===== src/hdl/manchester_frame_encoder_macros.svh =====
// Assertion helpers for the RTL. Clock and reset are clk and rst_n.
`ifndef MANCHESTER_FRAME_ENCODER_MACROS_SVH
`define MANCHESTER_FRAME_ENCODER_MACROS_SVH

// Same-cycle implication.
`define MFE_ASSERT_NOW(label, cond, expect_now, msg) \
  label: assert property (@(posedge clk) disable iff (!rst_n) (cond) |-> (expect_now)) \
    else $error(msg);

// Next-cycle implication.
`define MFE_ASSERT_NEXT(label, cond, expect_next, msg) \
  label: assert property (@(posedge clk) disable iff (!rst_n) (cond) |=> (expect_next)) \
    else $error(msg);

`endif


===== src/hdl/mfe_pkg.sv =====
package mfe_pkg;

  localparam int QDEPTH = 4;
  localparam int QAW    = $clog2(QDEPTH);

  localparam logic [7:0] CFG_IDX_PREAMBLE   = 8'd0;
  localparam logic [7:0] CFG_IDX_DELIMITER  = 8'd1;
  localparam logic [7:0] CFG_IDX_TYPE_FLAGS = 8'd2;
  localparam logic [7:0] CFG_IDX_MSG_LEN    = 8'd3;

  localparam logic [15:0] CRC_INIT = 16'hFFFF;

  typedef struct packed {
    logic [7:0] preamble;
    logic [7:0] delimiter;
    logic [7:0] type_flags;
    logic [7:0] msg_len;
  } mfe_cfg_t;

  // One classified payload beat, handed from front to back.
  typedef struct packed {
    logic [7:0]  payload;
    logic        hdr;
    logic        tail;
    logic [15:0] crc;
  } mfe_job_t;

  function automatic logic [7:0] eff_len(input logic [7:0] len);
    eff_len = (len == 8'd0) ? 8'd1 : len;
  endfunction

  // 1 -> 10, 0 -> 01, bit k lands at pair 2k+1..2k.
  function automatic logic [7:0] manch_nibble(input logic [3:0] nib);
    logic [7:0] r;
    r = '0;
    for (int k = 0; k < 4; k++) begin
      r[2*k+1] = nib[k];
      r[2*k]   = ~nib[k];
    end
    manch_nibble = r;
  endfunction

  // CRC-16/CCITT-FALSE byte update, poly 0x1021, no reflection.
  function automatic logic [15:0] crc_update(input logic [15:0] crc, input logic [7:0] b);
    logic [15:0] c;
    c = {crc[7:0], crc[15:8]};
    c = c ^ {8'd0, b};
    c = c ^ {12'd0, c[7:4]};
    c = c ^ {c[3:0], 12'd0};
    c = c ^ {3'd0, c[7:0], 5'd0};
    crc_update = c;
  endfunction

endpackage


===== src/hdl/manchester_frame_encoder.sv =====
// Manchester frame encoder: each payload byte pushed in becomes Manchester coded
// frame bytes, two output beats per frame byte (upper nibble first, 1 -> 10,
// 0 -> 01, pairs LSB first). The first byte of a frame also emits preamble,
// delimiter, type/flags and length; the last one also emits the CRC-16/CCITT-FALSE
// (high then low) and the closing delimiter, flagged by out_frame_end. out_run_last
// marks the final beat caused by each input byte. The back-end sequencer emits one
// output beat per cycle while the receiver keeps popping, so a byte yields 2 beats mid-frame,
// 10 for the first, 8 for the last and 16 for a one-byte frame; a 4-entry queue lets
// the input run ahead by up to four bytes plus the one in flight. Register 3
// (message_length) of 0 acts as 1. Write configuration only while the block is drained.
`include "manchester_frame_encoder_macros.svh"

module manchester_frame_encoder import mfe_pkg::*; (
  input  logic       clk,
  input  logic       rst_n,
  input  logic       in_push,
  output logic       in_full,
  input  logic [7:0] in_payload_byte,
  output logic       out_empty,
  input  logic       out_pop,
  output logic [7:0] out_encoded_byte,
  output logic       out_run_last,
  output logic       out_frame_end,
  input  logic       cfg_wr_en,
  input  logic [7:0] cfg_index,
  input  logic [7:0] cfg_wdata
);

  mfe_cfg_t cfg_r;
  logic     q_push;
  logic     q_pop;
  logic     q_full;
  logic     q_empty;
  mfe_job_t q_wdata;
  mfe_job_t q_rdata;

  always_ff @(posedge clk) begin
    if (!rst_n) begin
      cfg_r.preamble   <= 8'h55;
      cfg_r.delimiter  <= 8'h7E;
      cfg_r.type_flags <= 8'h00;
      cfg_r.msg_len    <= 8'd1;
    end else if (cfg_wr_en) begin
      unique case (cfg_index)
        CFG_IDX_PREAMBLE:   cfg_r.preamble   <= cfg_wdata;
        CFG_IDX_DELIMITER:  cfg_r.delimiter  <= cfg_wdata;
        CFG_IDX_TYPE_FLAGS: cfg_r.type_flags <= cfg_wdata;
        CFG_IDX_MSG_LEN:    cfg_r.msg_len    <= cfg_wdata;
        default:            cfg_r            <= cfg_r;
      endcase
    end
  end

  assign in_full = q_full;

  mfe_front u_front (
    .clk             (clk),
    .rst_n           (rst_n),
    .in_push         (in_push),
    .in_payload_byte (in_payload_byte),
    .msg_len         (cfg_r.msg_len),
    .q_full          (q_full),
    .q_push          (q_push),
    .q_job           (q_wdata)
  );

  mfe_fifo u_fifo (
    .clk   (clk),
    .rst_n (rst_n),
    .push  (q_push),
    .wdata (q_wdata),
    .pop   (q_pop),
    .rdata (q_rdata),
    .full  (q_full),
    .empty (q_empty)
  );

  mfe_back u_back (
    .clk              (clk),
    .rst_n            (rst_n),
    .cfg              (cfg_r),
    .q_empty          (q_empty),
    .q_rdata          (q_rdata),
    .q_pop            (q_pop),
    .out_pop          (out_pop),
    .out_empty        (out_empty),
    .out_encoded_byte (out_encoded_byte),
    .out_run_last     (out_run_last),
    .out_frame_end    (out_frame_end)
  );

  `MFE_ASSERT_NOW(a_frame_end_is_run_last, !out_empty && out_frame_end, out_run_last, "frame end without run last")
  `MFE_ASSERT_NOW(a_no_pop_when_empty, q_pop, !q_empty, "job queue popped while empty")
  `MFE_ASSERT_NEXT(a_push_lands, q_push && !q_pop, !q_empty, "pushed job missing from queue")

endmodule


===== src/hdl/mfe_front.sv =====
module mfe_front import mfe_pkg::*; (
  input  logic       clk,
  input  logic       rst_n,
  input  logic       in_push,
  input  logic [7:0] in_payload_byte,
  input  logic [7:0] msg_len,
  input  logic       q_full,
  output logic       q_push,
  output mfe_job_t   q_job
);

  logic [7:0]  bytes_seen_r, bytes_seen_nxt;
  logic [15:0] crc_r, crc_nxt;
  logic [7:0]  len;
  logic [15:0] crc_base;
  logic [15:0] crc_new;
  logic        tail;

  assign len      = eff_len(msg_len);
  assign crc_base = (bytes_seen_r == 8'd0) ? CRC_INIT : crc_r;
  assign crc_new  = crc_update(crc_base, in_payload_byte);
  assign tail     = ({1'b0, bytes_seen_r} + 9'd1) >= {1'b0, len};
  assign q_push   = in_push & ~q_full;

  always_comb begin
    q_job.payload = in_payload_byte;
    q_job.hdr     = (bytes_seen_r == 8'd0);
    q_job.tail    = tail;
    q_job.crc     = crc_new;
  end

  always_comb begin
    bytes_seen_nxt = bytes_seen_r;
    crc_nxt        = crc_r;
    if (q_push) begin
      if (tail) begin
        bytes_seen_nxt = 8'd0;
        crc_nxt        = CRC_INIT;
      end else begin
        bytes_seen_nxt = bytes_seen_r + 8'd1;
        crc_nxt        = crc_new;
      end
    end
  end

  always_ff @(posedge clk) begin
    if (!rst_n) begin
      bytes_seen_r <= 8'd0;
      crc_r        <= CRC_INIT;
    end else begin
      bytes_seen_r <= bytes_seen_nxt;
      crc_r        <= crc_nxt;
    end
  end

endmodule


===== src/hdl/mfe_fifo.sv =====
module mfe_fifo import mfe_pkg::*; (
  input  logic     clk,
  input  logic     rst_n,
  input  logic     push,
  input  mfe_job_t wdata,
  input  logic     pop,
  output mfe_job_t rdata,
  output logic     full,
  output logic     empty
);

  mfe_job_t           mem_r [QDEPTH];
  logic [QAW-1:0]     wr_ptr_r;
  logic [QAW-1:0]     rd_ptr_r;
  logic [QAW:0]       count_r;
  logic               do_push;
  logic               do_pop;

  assign full    = (count_r == (QAW+1)'(QDEPTH));
  assign empty   = (count_r == '0);
  assign do_push = push & ~full;
  assign do_pop  = pop & ~empty;
  assign rdata   = mem_r[rd_ptr_r];

  always_ff @(posedge clk) begin
    if (do_push) begin
      mem_r[wr_ptr_r] <= wdata;
    end
  end

  always_ff @(posedge clk) begin
    if (!rst_n) begin
      wr_ptr_r <= '0;
      rd_ptr_r <= '0;
      count_r  <= '0;
    end else begin
      if (do_push) wr_ptr_r <= wr_ptr_r + QAW'(1);
      if (do_pop)  rd_ptr_r <= rd_ptr_r + QAW'(1);
      case ({do_push, do_pop})
        2'b10:   count_r <= count_r + (QAW+1)'(1);
        2'b01:   count_r <= count_r - (QAW+1)'(1);
        default: count_r <= count_r;
      endcase
    end
  end

endmodule


===== src/hdl/mfe_back.sv =====
module mfe_back import mfe_pkg::*; (
  input  logic       clk,
  input  logic       rst_n,
  input  mfe_cfg_t   cfg,
  input  logic       q_empty,
  input  mfe_job_t   q_rdata,
  output logic       q_pop,
  input  logic       out_pop,
  output logic       out_empty,
  output logic [7:0] out_encoded_byte,
  output logic       out_run_last,
  output logic       out_frame_end
);

  typedef enum logic [2:0] {
    STEP_PREAMBLE = 3'd0,
    STEP_DELIM    = 3'd1,
    STEP_TYPE     = 3'd2,
    STEP_LEN      = 3'd3,
    STEP_PAYLOAD  = 3'd4,
    STEP_CRC_HI   = 3'd5,
    STEP_CRC_LO   = 3'd6,
    STEP_CLOSE    = 3'd7
  } step_t;

  logic       busy_r, busy_nxt;
  step_t      step_r, step_nxt;
  logic       half_r, half_nxt;
  mfe_job_t   job_r, job_nxt;
  logic       out_valid_r, out_valid_nxt;
  logic [7:0] enc_r, enc_nxt;
  logic       run_last_r, run_last_nxt;
  logic       frame_end_r, frame_end_nxt;

  mfe_job_t   cur_job;
  step_t      cur_step;
  step_t      last_step;
  logic       cur_half;
  logic       fire;
  logic       is_last;
  logic [7:0] frame_byte;
  logic [3:0] nib;

  // Serve the first beat of a job straight from the queue head.
  assign cur_job   = busy_r ? job_r : q_rdata;
  assign cur_step  = busy_r ? step_r : (q_rdata.hdr ? STEP_PREAMBLE : STEP_PAYLOAD);
  assign cur_half  = busy_r ? half_r : 1'b0;
  assign last_step = cur_job.tail ? STEP_CLOSE : STEP_PAYLOAD;
  assign is_last   = cur_half && (cur_step == last_step);
  assign fire      = (busy_r | ~q_empty) & (~out_valid_r | out_pop);
  assign q_pop     = fire & ~busy_r;

  always_comb begin
    unique case (cur_step)
      STEP_PREAMBLE: frame_byte = cfg.preamble;
      STEP_DELIM:    frame_byte = cfg.delimiter;
      STEP_TYPE:     frame_byte = cfg.type_flags;
      STEP_LEN:      frame_byte = eff_len(cfg.msg_len);
      STEP_PAYLOAD:  frame_byte = cur_job.payload;
      STEP_CRC_HI:   frame_byte = cur_job.crc[15:8];
      STEP_CRC_LO:   frame_byte = cur_job.crc[7:0];
      STEP_CLOSE:    frame_byte = cfg.delimiter;
      default:       frame_byte = cfg.delimiter;
    endcase
  end

  assign nib = cur_half ? frame_byte[3:0] : frame_byte[7:4];

  always_comb begin
    busy_nxt      = busy_r;
    step_nxt      = step_r;
    half_nxt      = half_r;
    job_nxt       = job_r;
    out_valid_nxt = out_valid_r;
    enc_nxt       = enc_r;
    run_last_nxt  = run_last_r;
    frame_end_nxt = frame_end_r;
    if (fire) begin
      job_nxt       = cur_job;
      busy_nxt      = ~is_last;
      if (cur_half) begin
        step_nxt = step_t'(cur_step + 3'd1);
        half_nxt = 1'b0;
      end else begin
        step_nxt = cur_step;
        half_nxt = 1'b1;
      end
      out_valid_nxt = 1'b1;
      enc_nxt       = manch_nibble(nib);
      run_last_nxt  = is_last;
      frame_end_nxt = cur_half && (cur_step == STEP_CLOSE);
    end else if (out_pop) begin
      // drop the delivered beat
      out_valid_nxt = 1'b0;
    end
  end

  always_ff @(posedge clk) begin
    if (!rst_n) begin
      busy_r      <= 1'b0;
      step_r      <= STEP_PREAMBLE;
      half_r      <= 1'b0;
      out_valid_r <= 1'b0;
    end else begin
      busy_r      <= busy_nxt;
      step_r      <= step_nxt;
      half_r      <= half_nxt;
      out_valid_r <= out_valid_nxt;
    end
    job_r       <= job_nxt;
    enc_r       <= enc_nxt;
    run_last_r  <= run_last_nxt;
    frame_end_r <= frame_end_nxt;
  end

  assign out_empty        = ~out_valid_r;
  assign out_encoded_byte = enc_r;
  assign out_run_last     = run_last_r;
  assign out_frame_end    = frame_end_r;

endmodule


===== config.mk =====
export PLATFORM = sky130hd
export DESIGN_NAME = manchester_frame_encoder
export DESIGN_NICKNAME = d
export VERILOG_FILES = /design/src/hdl/mfe_pkg.sv /design/src/hdl/manchester_frame_encoder.sv /design/src/hdl/mfe_front.sv /design/src/hdl/mfe_fifo.sv /design/src/hdl/mfe_back.sv
export VERILOG_INCLUDE_DIRS = /design/src /design/src/hdl
export SDC_FILE = /design/constraint.sdc
export NUM_CORES = 1
export LEC_CHECK = 0
export BUFFER_PORTS_ARGS = -buffer_cell sky130_fd_sc_hd__buf_4
export CAP_MARGIN = 20
export CORE_MARGIN = 2
export CORE_UTILIZATION = 45
export DETAILED_ROUTE_END_ITERATION = 10
export PLACE_DENSITY_LB_ADDON = 0.05
export SLEW_MARGIN = 20
export SYNTH_ARGS = -nofsm -noshare
export SYNTH_HDL_FRONTEND = slang
export SYNTH_HIERARCHICAL = 1
export SYNTH_SLANG_ARGS = --single-unit

===== constraint.sdc =====
create_clock -name clk -period 5.6 [get_ports clk]
set_input_delay 0 -clock clk [delete_from_list [all_inputs] [get_ports clk]]
set_output_delay 0 -clock clk [all_outputs]
set_load 0.03 [all_outputs]

==> flow_summary.html <==
<table>
<tr><th>Metric</th><th>Value</th></tr>
<tr><th colspan="2">Synthesis</th></tr>
<tr><td>EDFF count, synth</td><td>139</td></tr>
<tr><td>Top flip-flop cell by instance count after synthesis</td><td>sky130_fd_sc_hd__edfxtp_1</td></tr>
<tr><td>Compound-Gate Fraction of Synth Area</td><td>7.28%</td></tr>
<tr><td>Cell area after synthesis</td><td>9830 um^2</td></tr>
<tr><td>Biggest area contributors in the synthesized netlist</td><td>sky130_fd_sc_hd__edfxtp_1 42%, sky130_fd_sc_hd__dfxtp_1 14%, sky130_fd_sc_hd__mux4_2 6.0%</td></tr>
<tr><td>Syn Inst Count</td><td>734</td></tr>
<tr><td>Synth async-reset ratio</td><td>0%</td></tr>
<tr><td>Largest family of logic cells by synthesized area</td><td>multiplexers</td></tr>
<tr><td>Share of the synthesized area in the top cell type</td><td>42.5%</td></tr>
<tr><td>Arithmetic-cell share of the synthesized area counting full adders, half adders and majority gates</td><td>2.37%</td></tr>
<tr><td>Post-synth top area cell</td><td>sky130_fd_sc_hd__edfxtp_1</td></tr>
<tr><td>Post-synthesis share of cell area spent on and, or, nand and nor gates</td><td>11.6%</td></tr>
<tr><td>Synthesized-area fraction occupied by xor and xnor cells</td><td>between 4 and 5%</td></tr>
<tr><td>Sequential share of the synthesized area</td><td>between 50% and 60%</td></tr>
<tr><td>Fraction of synthesized area in multiplexers</td><td>13.5%</td></tr>
<tr><td>Mean cell area of the mapped netlist</td><td>around 13 um^2</td></tr>
<tr><td>Synth unique cells</td><td>78</td></tr>
<tr><td>Number of synthesized register bits</td><td>between 200 and 250</td></tr>
<tr><td>Warning count from the yosys run</td><td>6</td></tr>
<tr><td>Number of nets in the synthesized netlist</td><td>781</td></tr>
<tr><th colspan="2">GRT</th></tr>
<tr><td>Global-route wire length before repair</td><td>about 34000 um</td></tr>
<tr><td>Number of antenna violations at the first check in global routing</td><td>0</td></tr>
<tr><td>Pin count of the biggest net entering global routing</td><td>91</td></tr>
<tr><td>Via count of the first global-routing pass</td><td>just under 6000</td></tr>
<tr><td>Final global-route overflow total</td><td>0</td></tr>
<tr><td>GRT Total Usage</td><td>around 19%</td></tr>
<tr><th colspan="2">Critical path</th></tr>
<tr><td>CP peak stage delay</td><td>0.52 ns</td></tr>
<tr><td>Data required time at the worst endpoint</td><td>around 6.0 ns</td></tr>
<tr><td>CP Data Arrival Time</td><td>about 3.9 ns</td></tr>
<tr><td>Startpoint type of the worst setup path</td><td>register</td></tr>
<tr><td>Most common cell on crit path</td><td>sky130_fd_sc_hd__ha_1</td></tr>
<tr><td>CP Cell Sequence</td><td>ha_1 &gt; nand3_1 &gt; nor2_1 &gt; xor2_1 &gt; ha_1 &gt; a21o_1 &gt; a221o_1 &gt; a21oi_2 &gt; nand2_1 &gt; o31a_1</td></tr>
<tr><td>Critical path peak fanout</td><td>20</td></tr>
<tr><td>Critical path class</td><td>reg2reg</td></tr>
<tr><td>Minimum setup slack among reg-to-reg paths</td><td>between 2 and 2.5 ns</td></tr>
<tr><td>Max stage delay cell, worst path</td><td>sky130_fd_sc_hd__nand2_1</td></tr>
<tr><td>Endpoint class of the critical path</td><td>register</td></tr>
<tr><th colspan="2">Timing</th></tr>
<tr><td>Setup TNS</td><td>0 ns</td></tr>
<tr><td>Unrepaired setup endpoints after global routing</td><td>no</td></tr>
<tr><td>Achievable Freq</td><td>~0.29 GHz</td></tr>
<tr><td>Fin worst setup slack</td><td>~2.1 ns</td></tr>
<tr><td>Final period utilization</td><td>between 60% and 70%</td></tr>
<tr><td>Clock skew</td><td>around 0.012 ns</td></tr>
<tr><td>Relative slew margins</td><td>35.9%</td></tr>
<tr><td>Max-slew violation count</td><td>0</td></tr>
<tr><td>Endpoints failing hold</td><td>0</td></tr>
<tr><td>Crit path time final</td><td>~3.5 ns</td></tr>
<tr><td>Worst slew pin tran</td><td>between 0.9 and 1 ns</td></tr>
<tr><td># setup viols final</td><td>0</td></tr>
<tr><th colspan="2">Route</th></tr>
<tr><td>Iteration-0 DRC count of the detailed router</td><td>between 300 and 400</td></tr>
<tr><td>Drt pass-1 iters</td><td>7</td></tr>
<tr><td>Vias per cell</td><td>between 5 and 6</td></tr>
<tr><td>WL/cell</td><td>slightly below 20 um</td></tr>
<tr><td>Routed Antenna Nets</td><td>0</td></tr>
<tr><td>Total via count in the routed design</td><td>roughly 5900</td></tr>
<tr><td>DRC violation count after routing</td><td>0</td></tr>
<tr><td>Aggregate routed wire length</td><td>approximately 22000 um</td></tr>
<tr><th colspan="2">Power</th></tr>
<tr><td>Largest vdd supply drop</td><td>approximately 0.00027 V</td></tr>
<tr><td>Leakage power total</td><td>roughly 4.0 nW</td></tr>
<tr><td>Power Dens Cells</td><td>approximately 440 nW/um^2</td></tr>
<tr><th colspan="2">Final layout</th></tr>
<tr><td>Signed area change from the synthesized netlist to the final layout</td><td>14.5%</td></tr>
<tr><td>Cell Count, Final, Fillers Out</td><td>between 1000 and 1500</td></tr>
<tr><td>Final nets</td><td>approximately 830</td></tr>
<tr><td>Antenna diodes</td><td>0</td></tr>
<tr><td>Fraction of final layout cells sized beyond drive strength 1</td><td>19.7%</td></tr>
<tr><th colspan="2">Run status</th></tr>
<tr><td>Outcome</td><td>complete, no violations</td></tr>
<tr><th colspan="2">Clock network</th></tr>
<tr><td>TritonCTS Buffers</td><td>24</td></tr>
<tr><td>Clock tree from TritonCTS</td><td>done</td></tr>
<tr><td>Number of hold buffers added after cts</td><td>26</td></tr>
<tr><td>Cell at the root of the clock tree</td><td>sky130_fd_sc_hd__clkbuf_16</td></tr>
<tr><td># H-tree levels</td><td>1</td></tr>
<tr><td>Clk_lat worst skew</td><td>approximately 0.52 ns</td></tr>
<tr><td>CTS clk-pin slew, worst paths</td><td>around 0.06 ns</td></tr>
<tr><td>Number of buffers on the longest clock path</td><td>3</td></tr>
<tr><td>Number of buffers added for setup after CTS</td><td>0</td></tr>
<tr><td>Total number of clock tree sinks</td><td>210</td></tr>
<tr><td>Post-cts gate resize count</td><td>0</td></tr>
<tr><th colspan="2">Placement</th></tr>
<tr><td>Buffers added on ports</td><td>40</td></tr>
<tr><td>Placed insts</td><td>slightly above 1000</td></tr>
<tr><td>Placement Setup Slack</td><td>around 2.1 ns</td></tr>
<tr><td>Routability congestion estimate</td><td>approximately 0.88</td></tr>
<tr><td>HPWL Detailed</td><td>14500 um</td></tr>
<tr><th colspan="2">Floorplanning</th></tr>
<tr><td>Core outline area</td><td>21600 um^2</td></tr>
<tr><td>Number of cell rows</td><td>54</td></tr>
<tr><td>Die outline height</td><td>~150 um</td></tr>
<tr><td>Floorplan die width</td><td>between 150 and 200 um</td></tr>
<tr><td>Number of I/O pins</td><td>41</td></tr>
<tr><td>Total Die Area</td><td>23000 um^2</td></tr>
<tr><td>Initial cell density of the core</td><td>a little under half</td></tr>
<tr><th colspan="2">Min path</th></tr>
<tr><td>Worst min path class</td><td>in2reg</td></tr>
<tr><th colspan="2">Flow run</th></tr>
<tr><td>Max-cap viol count</td><td>0</td></tr>
</table>
-- where the power goes --
group,internal (mW),switching [mW],leakage (nW)
sequential,2.06,0.129,1.84
combinational,0.537,0.756,1.77
clock,0.877,0.599,0.371
total,3.47,1.48,3.98
-- logic make-up (layout without fill, tap and decap cells) --
kind of cell    count (synthesis)  after routing
simple gates                  202            202
buf+inv                        72            141
xor+xnor                       48             48
mux                            97             97
fa+ha+maj                      18             18
compound gates                 87             87
flops                         210            210
-- worst max-delay path: cells and delay by family (launching register included) --
kind | cells | cell delay [ns]
compound gates | 4 | 1.32
xor+xnor | 1 | 0.23
fa+ha+maj | 2 | 0.52
simple gates | 3 | 0.89
flops | 1 | 0.41
-- cell type report --
class	instances	area, um^2
Sequential cell	210	5600
Tap cell	280	350
Clock buffer	38	716
Inverter	23	86.3
Clock inverter	6	42.5
Fill cell	1850	10400
Multi-Input combinational cell	452	3840
Timing Repair Buffer	74	621
-- per-stage QoR --
step / power (mW) / utilization (%) / hold WS, ns / area (um^2)
floorplan: 3.15 / - / 0.128 / 9830
global placement: 3.50 / 47.3 / 0.219 / 10200
detailed placement: 3.54 / 47.3 / 0.226 / 10200
CTS: 5.04 / 52.0 / 0.0967 / 11300
global route: 5.22 / 52.0 / 0.124 / 11300
finish: 4.96 / 52.0 / 0.114 / 11300
-- per-layer routing --
| layer | share of wire, % | track usage, % |
|---|---|---|
| met1 | 46 | 25.9 |
| met2 | 48 | 31.2 |
| met3 | 3.8 | 2.40 |
| met4 | 1.8 | 4.41 |
| met5 | 0 | 0 |
-- synth_stat cells, types with 7 or more instances --
cell,number
sky130_fd_sc_hd__edfxtp_1,139
sky130_fd_sc_hd__dfxtp_1,71
sky130_fd_sc_hd__nand2_1,60
sky130_fd_sc_hd__mux2i_1,46
sky130_fd_sc_hd__nor2b_1,29
sky130_fd_sc_hd__xnor2_1,29
sky130_fd_sc_hd__mux4_2,26
sky130_fd_sc_hd__mux2_2,25
sky130_fd_sc_hd__nor2_1,23
sky130_fd_sc_hd__clkbuf_1,22
sky130_fd_sc_hd__inv_1,22
sky130_fd_sc_hd__xor2_1,19
sky130_fd_sc_hd__ha_1,17
sky130_fd_sc_hd__nand3_1,17
sky130_fd_sc_hd__o21ai_0,17
sky130_fd_sc_hd__nand3b_1,16
sky130_fd_sc_hd__o31a_1,16
sky130_fd_sc_hd__and2_1,11
sky130_fd_sc_hd__buf_4,11
sky130_fd_sc_hd__buf_2,7
-- final timing paths --
check	start	end	cells after the start
max	u_front/bytes_seen_r[0]	u_front/crc_r[2]	10
min	rst_n	u_back/step_r[2]	2
max reg2reg	u_front/bytes_seen_r[0]	u_front/crc_r[2]	10
min reg2reg	cfg_r[31]	cfg_r[31]	2
-- registers in the layout, indices dropped and copies added, names as in the netlist, named ones only --
name,cells
u_fifo/mem_r,104
cfg_r,32
u_back/job_r,25
u_front/crc_r,16
u_back/out_encoded_byte,8
u_front/bytes_seen_r,8
u_back/step_r,3
u_fifo/count_r,3
u_fifo/rd_ptr_r,2
u_fifo/wr_ptr_r,2
u_back/busy_r,1
u_back/half_r,1
u_back/out_frame_end,1
u_back/out_run_last,1
u_back/out_valid_r,1
-- cells in the final DEF (no fill, tap or decap), types with 5 or more instances in the layout --
master,count
sky130_fd_sc_hd__edfxtp_1,139
sky130_fd_sc_hd__a21boi_0,6
sky130_fd_sc_hd__buf_4,48
sky130_fd_sc_hd__o21ai_0,17
sky130_fd_sc_hd__nand3b_1,16
sky130_fd_sc_hd__ha_1,17
sky130_fd_sc_hd__dfxtp_1,70
sky130_fd_sc_hd__mux2i_1,46
sky130_fd_sc_hd__nand4_1,6
sky130_fd_sc_hd__nand2_1,60
sky130_fd_sc_hd__clkbuf_16,25
sky130_fd_sc_hd__o31a_1,16
sky130_fd_sc_hd__nor2b_1,29
sky130_fd_sc_hd__inv_1,22
sky130_fd_sc_hd__mux2_2,25
sky130_fd_sc_hd__a221o_1,5
sky130_fd_sc_hd__xor2_1,19
sky130_fd_sc_hd__and2_1,10
sky130_fd_sc_hd__nand3_1,17
sky130_fd_sc_hd__dlygate4sd3_1,26
sky130_fd_sc_hd__nor2_1,23
sky130_fd_sc_hd__nor3_1,5
sky130_fd_sc_hd__xnor2_1,29
sky130_fd_sc_hd__mux4_2,26
sky130_fd_sc_hd__clkbuf_1,8
Power figures use the tool's default switching activity.
